**config.mk**
```make
export PLATFORM = sky130hd
export DESIGN_NAME = crank_tooth_decoder_core
export DESIGN_NICKNAME = d
export VERILOG_FILES = /design/src/ctd_pkg.sv /design/src/ctd_front.sv /design/src/ctd_queue.sv /design/src/ctd_back.sv /design/src/crank_tooth_decoder_core.sv
export SDC_FILE = /design/constraint.sdc
export NUM_CORES = 1
export LEC_CHECK = 0
export BUFFER_PORTS_ARGS = -buffer_cell sky130_fd_sc_hd__buf_2
export CAP_MARGIN = 5
export CORE_AREA = 2 2 227 229
export CTS_CLUSTER_DIAMETER = 120
export DETAILED_ROUTE_END_ITERATION = 8
export DIE_AREA = 0 0 229 231
export PLACE_DENSITY = 0.66
export SYNTH_ARGS = -nofsm -noshare
export SYNTH_HDL_FRONTEND = slang
export SYNTH_SLANG_ARGS = --single-unit
export TNS_END_PERCENT = 10
```
**constraint.sdc**
```tcl
create_clock -name clk -period 6.5 [get_ports clk]
set_input_delay 1.3 -clock clk [delete_from_list [all_inputs] [get_ports clk]]
set_output_delay 1.3 -clock clk [all_outputs]
set_load 0.05 [all_outputs]
```
**src/ctd_pkg.sv**
```systemverilog
`timescale 1ns / 1ps
// Shared types, constants and the angle table for the crank tooth decoder.
// No dependencies; every other file takes names from here by scope.
package ctd_pkg;

  localparam int TEETH      = 60;
  localparam int LOST_TEETH = 2;
  localparam int RPM_SCALE  = 60;     // seconds per minute
  localparam int ANGLE_FULL = 5760;   // 360 degrees in 1/16 degree

  localparam int SPS_W     = 27;
  localparam int ELAPSED_W = 32;
  localparam int COUNT_W   = 8;
  localparam int RPM_W     = 16;
  localparam int ANGLE_W   = 13;
  localparam int NUM_W     = SPS_W + $clog2(RPM_SCALE);
  localparam int DEN_W     = ELAPSED_W + COUNT_W;
  localparam int STEP_W    = $clog2(NUM_W);
  localparam int QUEUE_DEPTH = 4;
  localparam int QUEUE_AW    = $clog2(QUEUE_DEPTH);

  localparam logic [SPS_W-1:0]     SPS_RESET = SPS_W'(1000000);
  localparam logic [COUNT_W-1:0]   HALF_TEETH = COUNT_W'(TEETH / 2);
  localparam logic [COUNT_W-1:0]   FULL_TEETH = COUNT_W'(TEETH);
  localparam logic [COUNT_W-1:0]   LOST_COUNT = COUNT_W'(LOST_TEETH);
  localparam logic [ELAPSED_W-1:0] ELAPSED_MAX = '1;

  // one detected change (or the start-up sample), front to back
  typedef struct packed {
    logic                 first;
    logic [COUNT_W-1:0]   count;
    logic [ELAPSED_W-1:0] elapsed;
  } edge_req_t;

  typedef enum logic [1:0] {
    BK_IDLE,
    BK_DIV,
    BK_DONE
  } back_state_t;

  typedef logic [ANGLE_W-1:0] angle_tbl_t [256];

  function automatic angle_tbl_t build_angle_tbl();
    angle_tbl_t tbl;
    for (int i = 0; i < 256; i++) begin
      if (i > TEETH) begin
        tbl[i] = '0;
      end else begin
        tbl[i] = ANGLE_W'(((TEETH - i) * ANGLE_FULL) / TEETH);
      end
    end
    return tbl;
  endfunction

  localparam angle_tbl_t ANGLE_TBL = build_angle_tbl();

endpackage

```
**src/ctd_front.sv**
```systemverilog
`timescale 1ns / 1ps
// Front end: takes sensor samples, tracks level, tooth count and elapsed samples,
// and queues one request per level change and one at start-up. Uses ctd_pkg.
module ctd_front (
  input  logic                clk,
  input  logic                rst_n,
  input  logic                smp_valid,
  input  logic                smp_level,
  output logic                smp_ready,
  input  logic                q_full,
  output logic                push_valid,
  output ctd_pkg::edge_req_t  push_data
);

  logic                           started_r, started_nxt;
  logic                           prev_r, prev_nxt;
  logic [ctd_pkg::COUNT_W-1:0]    count_r, count_nxt;
  logic [ctd_pkg::ELAPSED_W-1:0]  elapsed_r, elapsed_nxt;
  logic [ctd_pkg::ELAPSED_W-1:0]  elapsed_inc;
  logic                           take;

  assign smp_ready = !q_full;
  assign take      = smp_valid && smp_ready;
  assign elapsed_inc = (elapsed_r == ctd_pkg::ELAPSED_MAX) ? elapsed_r
                                                            : elapsed_r + 1'b1;

  always_comb begin
    started_nxt = started_r;
    prev_nxt    = prev_r;
    count_nxt   = count_r;
    elapsed_nxt = elapsed_r;
    push_valid  = 1'b0;
    push_data.first   = 1'b0;
    push_data.count   = count_r;
    push_data.elapsed = elapsed_inc;
    if (take) begin
      if (!started_r) begin
        // start-up: preset count, previous level stays as it was
        started_nxt = 1'b1;
        count_nxt   = smp_level ? ctd_pkg::HALF_TEETH : ctd_pkg::LOST_COUNT;
        elapsed_nxt = '0;
        push_valid  = 1'b1;
        push_data.first   = 1'b1;
        push_data.count   = count_nxt;
        push_data.elapsed = '0;
      end else if (smp_level != prev_r) begin
        if (count_r == ctd_pkg::FULL_TEETH) begin
          count_nxt = ctd_pkg::LOST_COUNT;
        end else if (smp_level) begin
          count_nxt = count_r + 1'b1;
        end
        prev_nxt    = smp_level;
        elapsed_nxt = '0;
        push_valid  = 1'b1;
        push_data.count = count_nxt;
      end else begin
        elapsed_nxt = elapsed_inc;
      end
    end
  end

  always_ff @(posedge clk) begin
    if (!rst_n) begin
      started_r <= 1'b0;
      prev_r    <= 1'b0;
      count_r   <= '0;
      elapsed_r <= '0;
    end else begin
      started_r <= started_nxt;
      prev_r    <= prev_nxt;
      count_r   <= count_nxt;
      elapsed_r <= elapsed_nxt;
    end
  end

endmodule

```
**src/ctd_queue.sv**
```systemverilog
`timescale 1ns / 1ps
// Short request queue between front and back end.
// Uses ctd_pkg for the entry type and depth.
module ctd_queue (
  input  logic                clk,
  input  logic                rst_n,
  input  logic                push_valid,
  input  ctd_pkg::edge_req_t  push_data,
  output logic                full,
  input  logic                pop_ready,
  output logic                pop_valid,
  output ctd_pkg::edge_req_t  pop_data
);

  ctd_pkg::edge_req_t             mem_r [ctd_pkg::QUEUE_DEPTH];
  logic [ctd_pkg::QUEUE_AW-1:0]   wr_ptr_r, wr_ptr_nxt;
  logic [ctd_pkg::QUEUE_AW-1:0]   rd_ptr_r, rd_ptr_nxt;
  logic [ctd_pkg::QUEUE_AW:0]     fill_r, fill_nxt;
  logic                           do_push, do_pop;

  assign full      = (fill_r == (ctd_pkg::QUEUE_AW+1)'(ctd_pkg::QUEUE_DEPTH));
  assign pop_valid = (fill_r != '0);
  assign pop_data  = mem_r[rd_ptr_r];
  assign do_push   = push_valid && !full;
  assign do_pop    = pop_ready && pop_valid;

  always_comb begin
    wr_ptr_nxt = do_push ? wr_ptr_r + 1'b1 : wr_ptr_r;
    rd_ptr_nxt = do_pop ? rd_ptr_r + 1'b1 : rd_ptr_r;
    fill_nxt   = fill_r;
    if (do_push && !do_pop) begin
      fill_nxt = fill_r + 1'b1;
    end else if (do_pop && !do_push) begin
      fill_nxt = fill_r - 1'b1;
    end
  end

  always_ff @(posedge clk) begin
    if (do_push) begin
      mem_r[wr_ptr_r] <= push_data;
    end
  end

  always_ff @(posedge clk) begin
    if (!rst_n) begin
      wr_ptr_r <= '0;
      rd_ptr_r <= '0;
      fill_r   <= '0;
    end else begin
      wr_ptr_r <= wr_ptr_nxt;
      rd_ptr_r <= rd_ptr_nxt;
      fill_r   <= fill_nxt;
    end
  end

endmodule

```
**src/ctd_back.sv**
```systemverilog
`timescale 1ns / 1ps
// Back end: per change request computes rpm with a bit-serial restoring divider,
// looks up the angle (both zero at start-up) and registers the result. Uses ctd_pkg.
module ctd_back (
  input  logic                          clk,
  input  logic                          rst_n,
  input  logic [ctd_pkg::SPS_W-1:0]     sps,
  input  logic                          req_valid,
  input  ctd_pkg::edge_req_t            req_data,
  output logic                          req_ready,
  output logic                          res_valid,
  input  logic                          res_ready,
  output logic                          res_first,
  output logic [ctd_pkg::COUNT_W-1:0]   res_count,
  output logic                          res_tick,
  output logic [ctd_pkg::RPM_W-1:0]     res_rpm,
  output logic [ctd_pkg::ANGLE_W-1:0]   res_angle
);

  ctd_pkg::back_state_t           state_r, state_nxt;
  logic [ctd_pkg::STEP_W-1:0]     step_r, step_nxt;
  logic [ctd_pkg::NUM_W-1:0]      quo_r, quo_nxt;
  logic [ctd_pkg::DEN_W-1:0]      rem_r, rem_nxt;
  logic [ctd_pkg::DEN_W-1:0]      den_r, den_nxt;
  logic                           first_r, first_nxt;
  logic [ctd_pkg::COUNT_W-1:0]    cnt_r, cnt_nxt;
  logic                           ovalid_r, ovalid_nxt;
  logic                           ofirst_r, ofirst_nxt;
  logic [ctd_pkg::COUNT_W-1:0]    ocount_r, ocount_nxt;
  logic                           otick_r, otick_nxt;
  logic [ctd_pkg::RPM_W-1:0]      orpm_r, orpm_nxt;
  logic [ctd_pkg::ANGLE_W-1:0]    oangle_r, oangle_nxt;
  logic [ctd_pkg::DEN_W:0]        trial;
  logic                           fits;
  logic                           out_free;
  logic [ctd_pkg::RPM_W-1:0]      rpm_sat;

  assign out_free = !ovalid_r || res_ready;
  assign trial    = {rem_r, quo_r[ctd_pkg::NUM_W-1]};
  assign fits     = (trial >= {1'b0, den_r});
  assign rpm_sat  = (|quo_r[ctd_pkg::NUM_W-1:ctd_pkg::RPM_W]) ? '1
                                                               : quo_r[ctd_pkg::RPM_W-1:0];

  always_comb begin
    state_nxt  = state_r;
    step_nxt   = step_r;
    quo_nxt    = quo_r;
    rem_nxt    = rem_r;
    den_nxt    = den_r;
    first_nxt  = first_r;
    cnt_nxt    = cnt_r;
    ovalid_nxt = ovalid_r && !res_ready;
    ofirst_nxt = ofirst_r;
    ocount_nxt = ocount_r;
    otick_nxt  = otick_r;
    orpm_nxt   = orpm_r;
    oangle_nxt = oangle_r;
    req_ready  = 1'b0;
    case (state_r)
      ctd_pkg::BK_IDLE: begin
        req_ready = 1'b1;
        if (req_valid) begin
          first_nxt = req_data.first;
          cnt_nxt   = req_data.count;
          rem_nxt   = '0;
          step_nxt  = '0;
          den_nxt   = ctd_pkg::DEN_W'(req_data.elapsed) * ctd_pkg::DEN_W'(ctd_pkg::TEETH);
          if (req_data.first) begin
            quo_nxt   = '0;
            state_nxt = ctd_pkg::BK_DONE;
          end else begin
            // dividend 60 * sample rate, shifted out MSB first
            quo_nxt   = ctd_pkg::NUM_W'(sps) * ctd_pkg::NUM_W'(ctd_pkg::RPM_SCALE);
            state_nxt = ctd_pkg::BK_DIV;
          end
        end
      end
      ctd_pkg::BK_DIV: begin
        rem_nxt  = fits ? ctd_pkg::DEN_W'(trial - {1'b0, den_r})
                        : trial[ctd_pkg::DEN_W-1:0];
        quo_nxt  = {quo_r[ctd_pkg::NUM_W-2:0], fits};
        step_nxt = step_r + 1'b1;
        if (step_r == ctd_pkg::STEP_W'(ctd_pkg::NUM_W - 1)) begin
          state_nxt = ctd_pkg::BK_DONE;
        end
      end
      ctd_pkg::BK_DONE: begin
        if (out_free) begin
          ovalid_nxt = 1'b1;
          ofirst_nxt = first_r;
          ocount_nxt = cnt_r;
          otick_nxt  = !first_r &&
                       (cnt_r == ctd_pkg::HALF_TEETH || cnt_r == ctd_pkg::FULL_TEETH);
          orpm_nxt   = first_r ? '0 : rpm_sat;
          oangle_nxt = first_r ? '0 : ctd_pkg::ANGLE_TBL[cnt_r];
          state_nxt  = ctd_pkg::BK_IDLE;
        end
      end
      default: begin
        state_nxt = ctd_pkg::BK_IDLE;
      end
    endcase
  end

  always_ff @(posedge clk) begin
    if (!rst_n) begin
      state_r  <= ctd_pkg::BK_IDLE;
      ovalid_r <= 1'b0;
    end else begin
      state_r  <= state_nxt;
      ovalid_r <= ovalid_nxt;
    end
  end

  always_ff @(posedge clk) begin
    step_r   <= step_nxt;
    quo_r    <= quo_nxt;
    rem_r    <= rem_nxt;
    den_r    <= den_nxt;
    first_r  <= first_nxt;
    cnt_r    <= cnt_nxt;
    ofirst_r <= ofirst_nxt;
    ocount_r <= ocount_nxt;
    otick_r  <= otick_nxt;
    orpm_r   <= orpm_nxt;
    oangle_r <= oangle_nxt;
  end

  assign res_valid = ovalid_r;
  assign res_first = ofirst_r;
  assign res_count = ocount_r;
  assign res_tick  = otick_r;
  assign res_rpm   = orpm_r;
  assign res_angle = oangle_r;

endmodule

```
**src/crank_tooth_decoder_core.sv**
```systemverilog
`timescale 1ns / 1ps
// Crank tooth decoder top level: front end, request queue, back end, config register.
// Depends on ctd_pkg, ctd_front, ctd_queue and ctd_back.
//
// One sensor sample is taken per cycle while the request queue (4 entries) has
// room. The first sample after reset and every later level change each yield
// one result; other samples yield none. A change result holds the back end while
// it takes the request, runs the bit-serial divider that forms rpm one quotient
// bit per cycle over 33 dividend bits, and loads the output register once the
// output is free; a start-up result skips the divider. Changes arriving faster
// than the back end finishes them fill the queue; in_tready drops while it is full.
// rpm = 60*samples_per_second/(elapsed*TEETH), saturating at 65535.
module crank_tooth_decoder_core (
  input  logic        clk,
  input  logic        rst_n,
  input  logic        cfg_wr_en,
  input  logic [26:0] cfg_wr_data,   // samples_per_second
  input  logic        in_tvalid,
  output logic        in_tready,
  input  logic [7:0]  in_tdata,      // [0] sensor_level, [7:1] zero
  output logic        out_tvalid,
  input  logic        out_tready,
  output logic [39:0] out_tdata,     // [7:0] tooth_count, [8] tdc_tick,
                                     // [24:9] engine_rpm, [37:25] angle_before_tdc
  output logic        out_tuser      // [0] first_sample
);

  logic [ctd_pkg::SPS_W-1:0]     sps_r;
  logic                          push_valid, q_full, pop_ready, pop_valid;
  ctd_pkg::edge_req_t            push_data, pop_data;
  logic [ctd_pkg::COUNT_W-1:0]   res_count;
  logic                          res_tick;
  logic [ctd_pkg::RPM_W-1:0]     res_rpm;
  logic [ctd_pkg::ANGLE_W-1:0]   res_angle;

  always_ff @(posedge clk) begin
    if (!rst_n) begin
      sps_r <= ctd_pkg::SPS_RESET;
    end else if (cfg_wr_en) begin
      sps_r <= cfg_wr_data;
    end
  end

  ctd_front u_front (
    .clk        (clk),
    .rst_n      (rst_n),
    .smp_valid  (in_tvalid),
    .smp_level  (in_tdata[0]),
    .smp_ready  (in_tready),
    .q_full     (q_full),
    .push_valid (push_valid),
    .push_data  (push_data)
  );

  ctd_queue u_queue (
    .clk        (clk),
    .rst_n      (rst_n),
    .push_valid (push_valid),
    .push_data  (push_data),
    .full       (q_full),
    .pop_ready  (pop_ready),
    .pop_valid  (pop_valid),
    .pop_data   (pop_data)
  );

  ctd_back u_back (
    .clk       (clk),
    .rst_n     (rst_n),
    .sps       (sps_r),
    .req_valid (pop_valid),
    .req_data  (pop_data),
    .req_ready (pop_ready),
    .res_valid (out_tvalid),
    .res_ready (out_tready),
    .res_first (out_tuser),
    .res_count (res_count),
    .res_tick  (res_tick),
    .res_rpm   (res_rpm),
    .res_angle (res_angle)
  );

  assign out_tdata = {2'b00, res_angle, res_rpm, res_tick, res_count};

endmodule
```
# --- After elaboration in Yosys (flattened, before gate mapping) ---
# Memory sizes are Yosys's and may differ from the RTL's. A register that Yosys moved wholly into a read port is not among the register bits.
# Cells that the tools add are included.
# W data, S select, Z words.
classes:
  eq_ne: 12
  addsub: 8
  n_mul: 2
  muxes: 37
  n_lt_le_gt_ge: 1
  n_reduce_logical: 25
  bitwise_logic: 1
ops:
  columns: ["cell", "n"]
  rows:
  - ["$mux W32", 4]
  - ["$mux W40", 2]
  - ["$pmux W40 S2", 1]
  - ["$mux W33", 2]
  - ["$pmux W33 S2", 1]
  - ["$ge A41 B38 Y1", 1]
  - ["$mux W41", 1]
  - ["$sub A40 B38 Y40", 1]
  - ["$mul A32 B4 Y36 const B", 1]
  - ["$add A32 B1 Y32 const B", 1]
  - ["$eq A32 B32 Y1 const B", 1]
  - ["$mux W8", 4]
  - ["$mul A27 B4 Y31 const B", 1]
  - ["$reduce_or A17 Y1", 1]
  - ["$eq A8 B6 Y1 const B", 2]
  - ["$mux W16", 1]
  - ["$mux W2", 6]
  - ["$pmux W6 S2", 1]
  - ["$mux W1", 9]
  - ["$not A8 Y9", 1]
  - ["$add A8 B1 Y8 const B", 1]
  - ["$eq A8 B5 Y1 const B", 1]
  - ["$logic_and A1 B1 Y1", 7]
  - ["$add A6 B1 Y6 const B", 1]
  - ["other kinds (21)", 34]
totals:
  ramBits: 164
  out_inout_bits: 43
  ff_bits: 229
  rom_bits: 3328
  mem_count: 2
  input_bits: 40
memory_table:
  columns: ["memory", "depth", "word_bits", "rd", "rd_ports_with_merged_regs", "wr", "line_no", "text"]
  rows:
  - ["(no name shown)", 256, 13, 1, 1, 0, "ctd_back.sv:95", "oangle_nxt = first_r ? '0 : ctd_pkg::ANGLE_TBL[cnt_r];"]
  - ["u_queue.mem_r", 4, 41, 1, 1, 1, "ctd_queue.sv:15", "ctd_pkg::edge_req_t mem_r [ctd_pkg::QUEUE_DEPTH];"]

# --- Depth between registers and ports, before layout ---
depth:
  depth_word: 9
  ltp_mapped: 17
  mapped_depth_nobuf: 15

# --- Modules after synthesis ---
# From an unflattened synthesis, not the netlist that was laid out.
hier_totals:
  hier_cells: 2277
  area_unflattened_um2: 25311.8
modules_own_cells:
  columns: ["module", "cells_per_inst", "area_per_inst_um2", "n_inst"]
  rows:
  - ["ctd_back", 1509, 14785.4, 1]
  - ["ctd_queue", 263, 6451.2, 1]
  - ["ctd_front", 415, 3026.7, 1]
  - ["crank_tooth_decoder_core", 90, 1048.5, 1]

# --- Worst setup path before layout ---
# No wires, ideal clock.
synth_timing:
  path_type: "register -> register"
  from: "register with a tool-made name"
  to: "register u_back.den_r[36] (netlist bit) (data pin)"
  setup_slack_ns: 1.438
  synth_period_minus_slack_ns: 5.062
  arrival_time_ns: 4.900
  required_ns: 6.338
  setup_time_ns: 0.162
  stages_incl_launch_ff: 18
  cell_sequence: "dfxtp_1 > clkbuf_1 > buf_1 > mux4_2 > inv_1 > fa_1 > fa_1 > inv_1 > ha_1 > nor2b_1 > o31a_1 > o41ai_1 > o21a_1 > nor2_1 > a21oi_1 > o21a_1 > mux2_2 > o2111ai_1"
synth_lines:
  columns: ["element", "line_no", "text"]
  rows:
  - ["to (signal assigned)", "ctd_back.sv:119", "den_r <= den_nxt;"]
  - ["to (decl)", "ctd_back.sv:24", "logic [ctd_pkg::DEN_W-1:0] den_r, den_nxt;"]

==> metrics.txt <==
status=complete, no violations; DR iter-0 viols=1107; hpwl dp=35100 µm; area leader, netlist=edfxtp_1; H-Tree Depth=2; DRC errors left=0; delay-heaviest family, CP=compound AO/OA/AOI/OAI gates; sequential fraction of the synthesis area=0.453; CP Cell Sequence=buf_4 > mux4_2 > fa_1 > fa_1 > ha_1 > a211oi_1 > o21ai_0 > nand3_1 > a311oi_1 > nor2_1 > a21oi_1 > a21oi_1 > o21ba_2 > xnor2_1; die area=52900 µm²; synthesized area per cell=11.1 µm²; drt pass-1 iters=5; Routed Antenna Nets=0; WP buf/inv=1; vias in the first global route=16000; area grow syn2layout=9.47%; Vias=16300; critical-path maximum fanout=15; Synth Cell Area=24900 µm²; gpl congestion=0.889; Final Max Tran Viols=0; Final Setup Violations=0; CP endpoint kind=flop; measured slew at the worst slew-check pin=1.11 ns; post-route setup slack=1.15 ns; WL per Instance=16.1 µm; Resized cells post-CTS=0; FP Rows=83; Worst Path Arrival=5.69 ns; Post-Synthesis Cells=2255; final hold viol count=0; fraction of final layout cells sized beyond drive strength 1=0.100; Vias/cell=5.40; Synth Register Bits=403; CP max-delay cell=dfxtp_2; clock buffer count from CTS=44; Crit Path Class=flop to flop; Worst-Skew Late Latency=0.59 ns; final wirelength=48500 µm; gr ovfl total=0; root buf cell=clkbuf_16; EDFF count, synth=322; R2R Setup Slk=1.15 ns; CTS hold repair buffers=0; Worst slew margin=0.259; CTS tree=built; startpoint types=flop; post-route clock period utilization=0.824; Final Skew=0.0235 ns; global-route wire length before repair=80000 µm; RSZ-0062 raised after global routing=false; Yosys top cell area share=0.388; Core Region=50700 µm²; CTS clock-pin slew for the worst setup and hold paths=0.06 ns; setup bufs post-CTS=0; Initial Util=0.492; maximum clock insertion buffer count=3; maxcap violations=0; post-route cell area=27300 µm²; Worst Hold Class=flop to flop; Main synth FF type=edfxtp_1; initial antenna violation count=0; placed instance area=25800 µm²; slowest stage delay, CP=0.65 ns; Area contributors post-synth=edfxtp_1 (39%), fa_1 (9.2%), dfxtp_1 (6.5%); Unique masters post-synth=91; f_max=187 MHz; DP Worst Slack=1.13 ns; io pins=83; Final nets=2574; ant diodes=0; die span in y=231 µm; Setup TNS=0 ns; Die W=229 µm; largest net degree at the start of global routing=73; clock sinks=403; IO Port Bufs=68; Crit path required time=6.83 ns; min Tclk post-route=5.35 ns; Synth Warn #=0; ys async rst share=0; Tot GR Track Use=0.184
-- state kept, by name (all words and copies together), names as in the netlist, 3 cells and up, named ones only --
signal	flops
sps_r	27
u_back.cnt_r	8
u_back.den_r	36
u_back.quo_r	33
u_back.rem_r	40
u_back.res_angle	8
u_back.res_count	8
u_back.res_rpm	16
u_back.step_r	6
u_front.count_r	8
u_front.elapsed_r	32
u_queue.fill_r	3
u_queue.mem_r	164
-- synth_stat cells (10+ instances only) --
master	instances
buf_4	14
o21a_1	19
mux4_2	41
a22o_1	26
buf_1	12
a31oi_1	14
nand2_1	135
nor2b_1	58
dfxtp_1	81
ha_1	125
a21oi_1	128
nor4_1	14
nor2_1	175
nand3_1	35
o21bai_1	20
o211ai_1	13
edfxtp_1	322
o31ai_1	12
clkbuf_1	55
fa_1	114
and3_1	18
inv_1	264
a211oi_1	21
xor2_1	43
a21o_1	33
nor3_1	36
and2_1	25
or3_1	10
nand4_1	19
xnor2_1	77
o21ai_0	101
mux2i_1	51
nand2b_1	22
-- cell families (layout without fill, tap and decap cells) --
kind of cell,count (synthesis),count (layout),synth area share
simple gates,582,582,0.115
compound gates,459,459,0.119
flops,403,403,0.453
buf+inv,357,427,0.0581
fa+ha+maj,239,239,0.154
xor+xnor,120,120,0.0422
mux,94,94,0.0584
other cells,1,7,0.000150
-- path summary, 6_finish.rpt --
path / to / cells past startpoint / startpoint
min: u_back.res_count[6]$_DFFE_PP_ / 0 / u_back.cnt_r[6]$_DFFE_PP_
max: u_back.den_r[29]$_DFFE_PP_ / 14 / flop
min reg2reg: u_back.res_count[6]$_DFFE_PP_ / 0 / u_back.cnt_r[6]$_DFFE_PP_
max reg2reg: u_back.den_r[29]$_DFFE_PP_ / 14 / flop
-- worst register-to-register path, cell delays in order (launching register included) --
cell      delay, ns
dfxtp_2        0.65
buf_4          0.30
mux4_2         0.60
fa_1           0.61
fa_1           0.45
ha_1           0.32
a211oi_1       0.10
o21ai_0        0.39
nand3_1        0.24
a311oi_1       0.43
nor2_1         0.11
a21oi_1        0.40
a21oi_1        0.18
o21ba_2        0.23
xnor2_1        0.12
-- final cells by class --
cell class,count,area [µm²]
sequential,403,11300
tap,680,851
clock inverter,28,256
clock buffer,54,1190
inverter,264,991
fill,4469,23400
multi-input combinational,1501,12300
timing repair buffer,81,438
-- stage by stage --
step / std cells / hold WS [ns] / utilization
floorplan: 2261 / 0.419 / -
global placement: 2929 / 0.454 / 0.510
detailed placement: 2929 / 0.448 / 0.510
CTS: 3011 / 0.463 / 0.538
global route: 3011 / 0.475 / 0.538
finish: 3011 / 0.459 / 0.538
-- layout by cell type (no fill, tap or decap), types with 77 or more instances in the layout --
cell type / Yosys / final
inv_1: 264 / 263
o21ai_0: 101 / 101
nand2_1: 135 / 135
dfxtp_1: 81 / 79
xnor2_1: 77 / 77
ha_1: 125 / 125
fa_1: 114 / 114
a21oi_1: 128 / 128
edfxtp_1: 322 / 322
nor2_1: 175 / 173
-- layer usage --
layer / vias up / GRT usage / routed length [µm]
li1: 8047 / - / -
met1: 7896 / 0.257 / 23300
met2: 242 / 0.300 / 22500
met3: 68 / 0.0231 / 1540
met4: 0 / 0.0572 / 1140
met5: - / 0 / 0
Power is not shown: default switching activity piles up to over one toggle a cycle in this logic, so the estimate is an artifact.
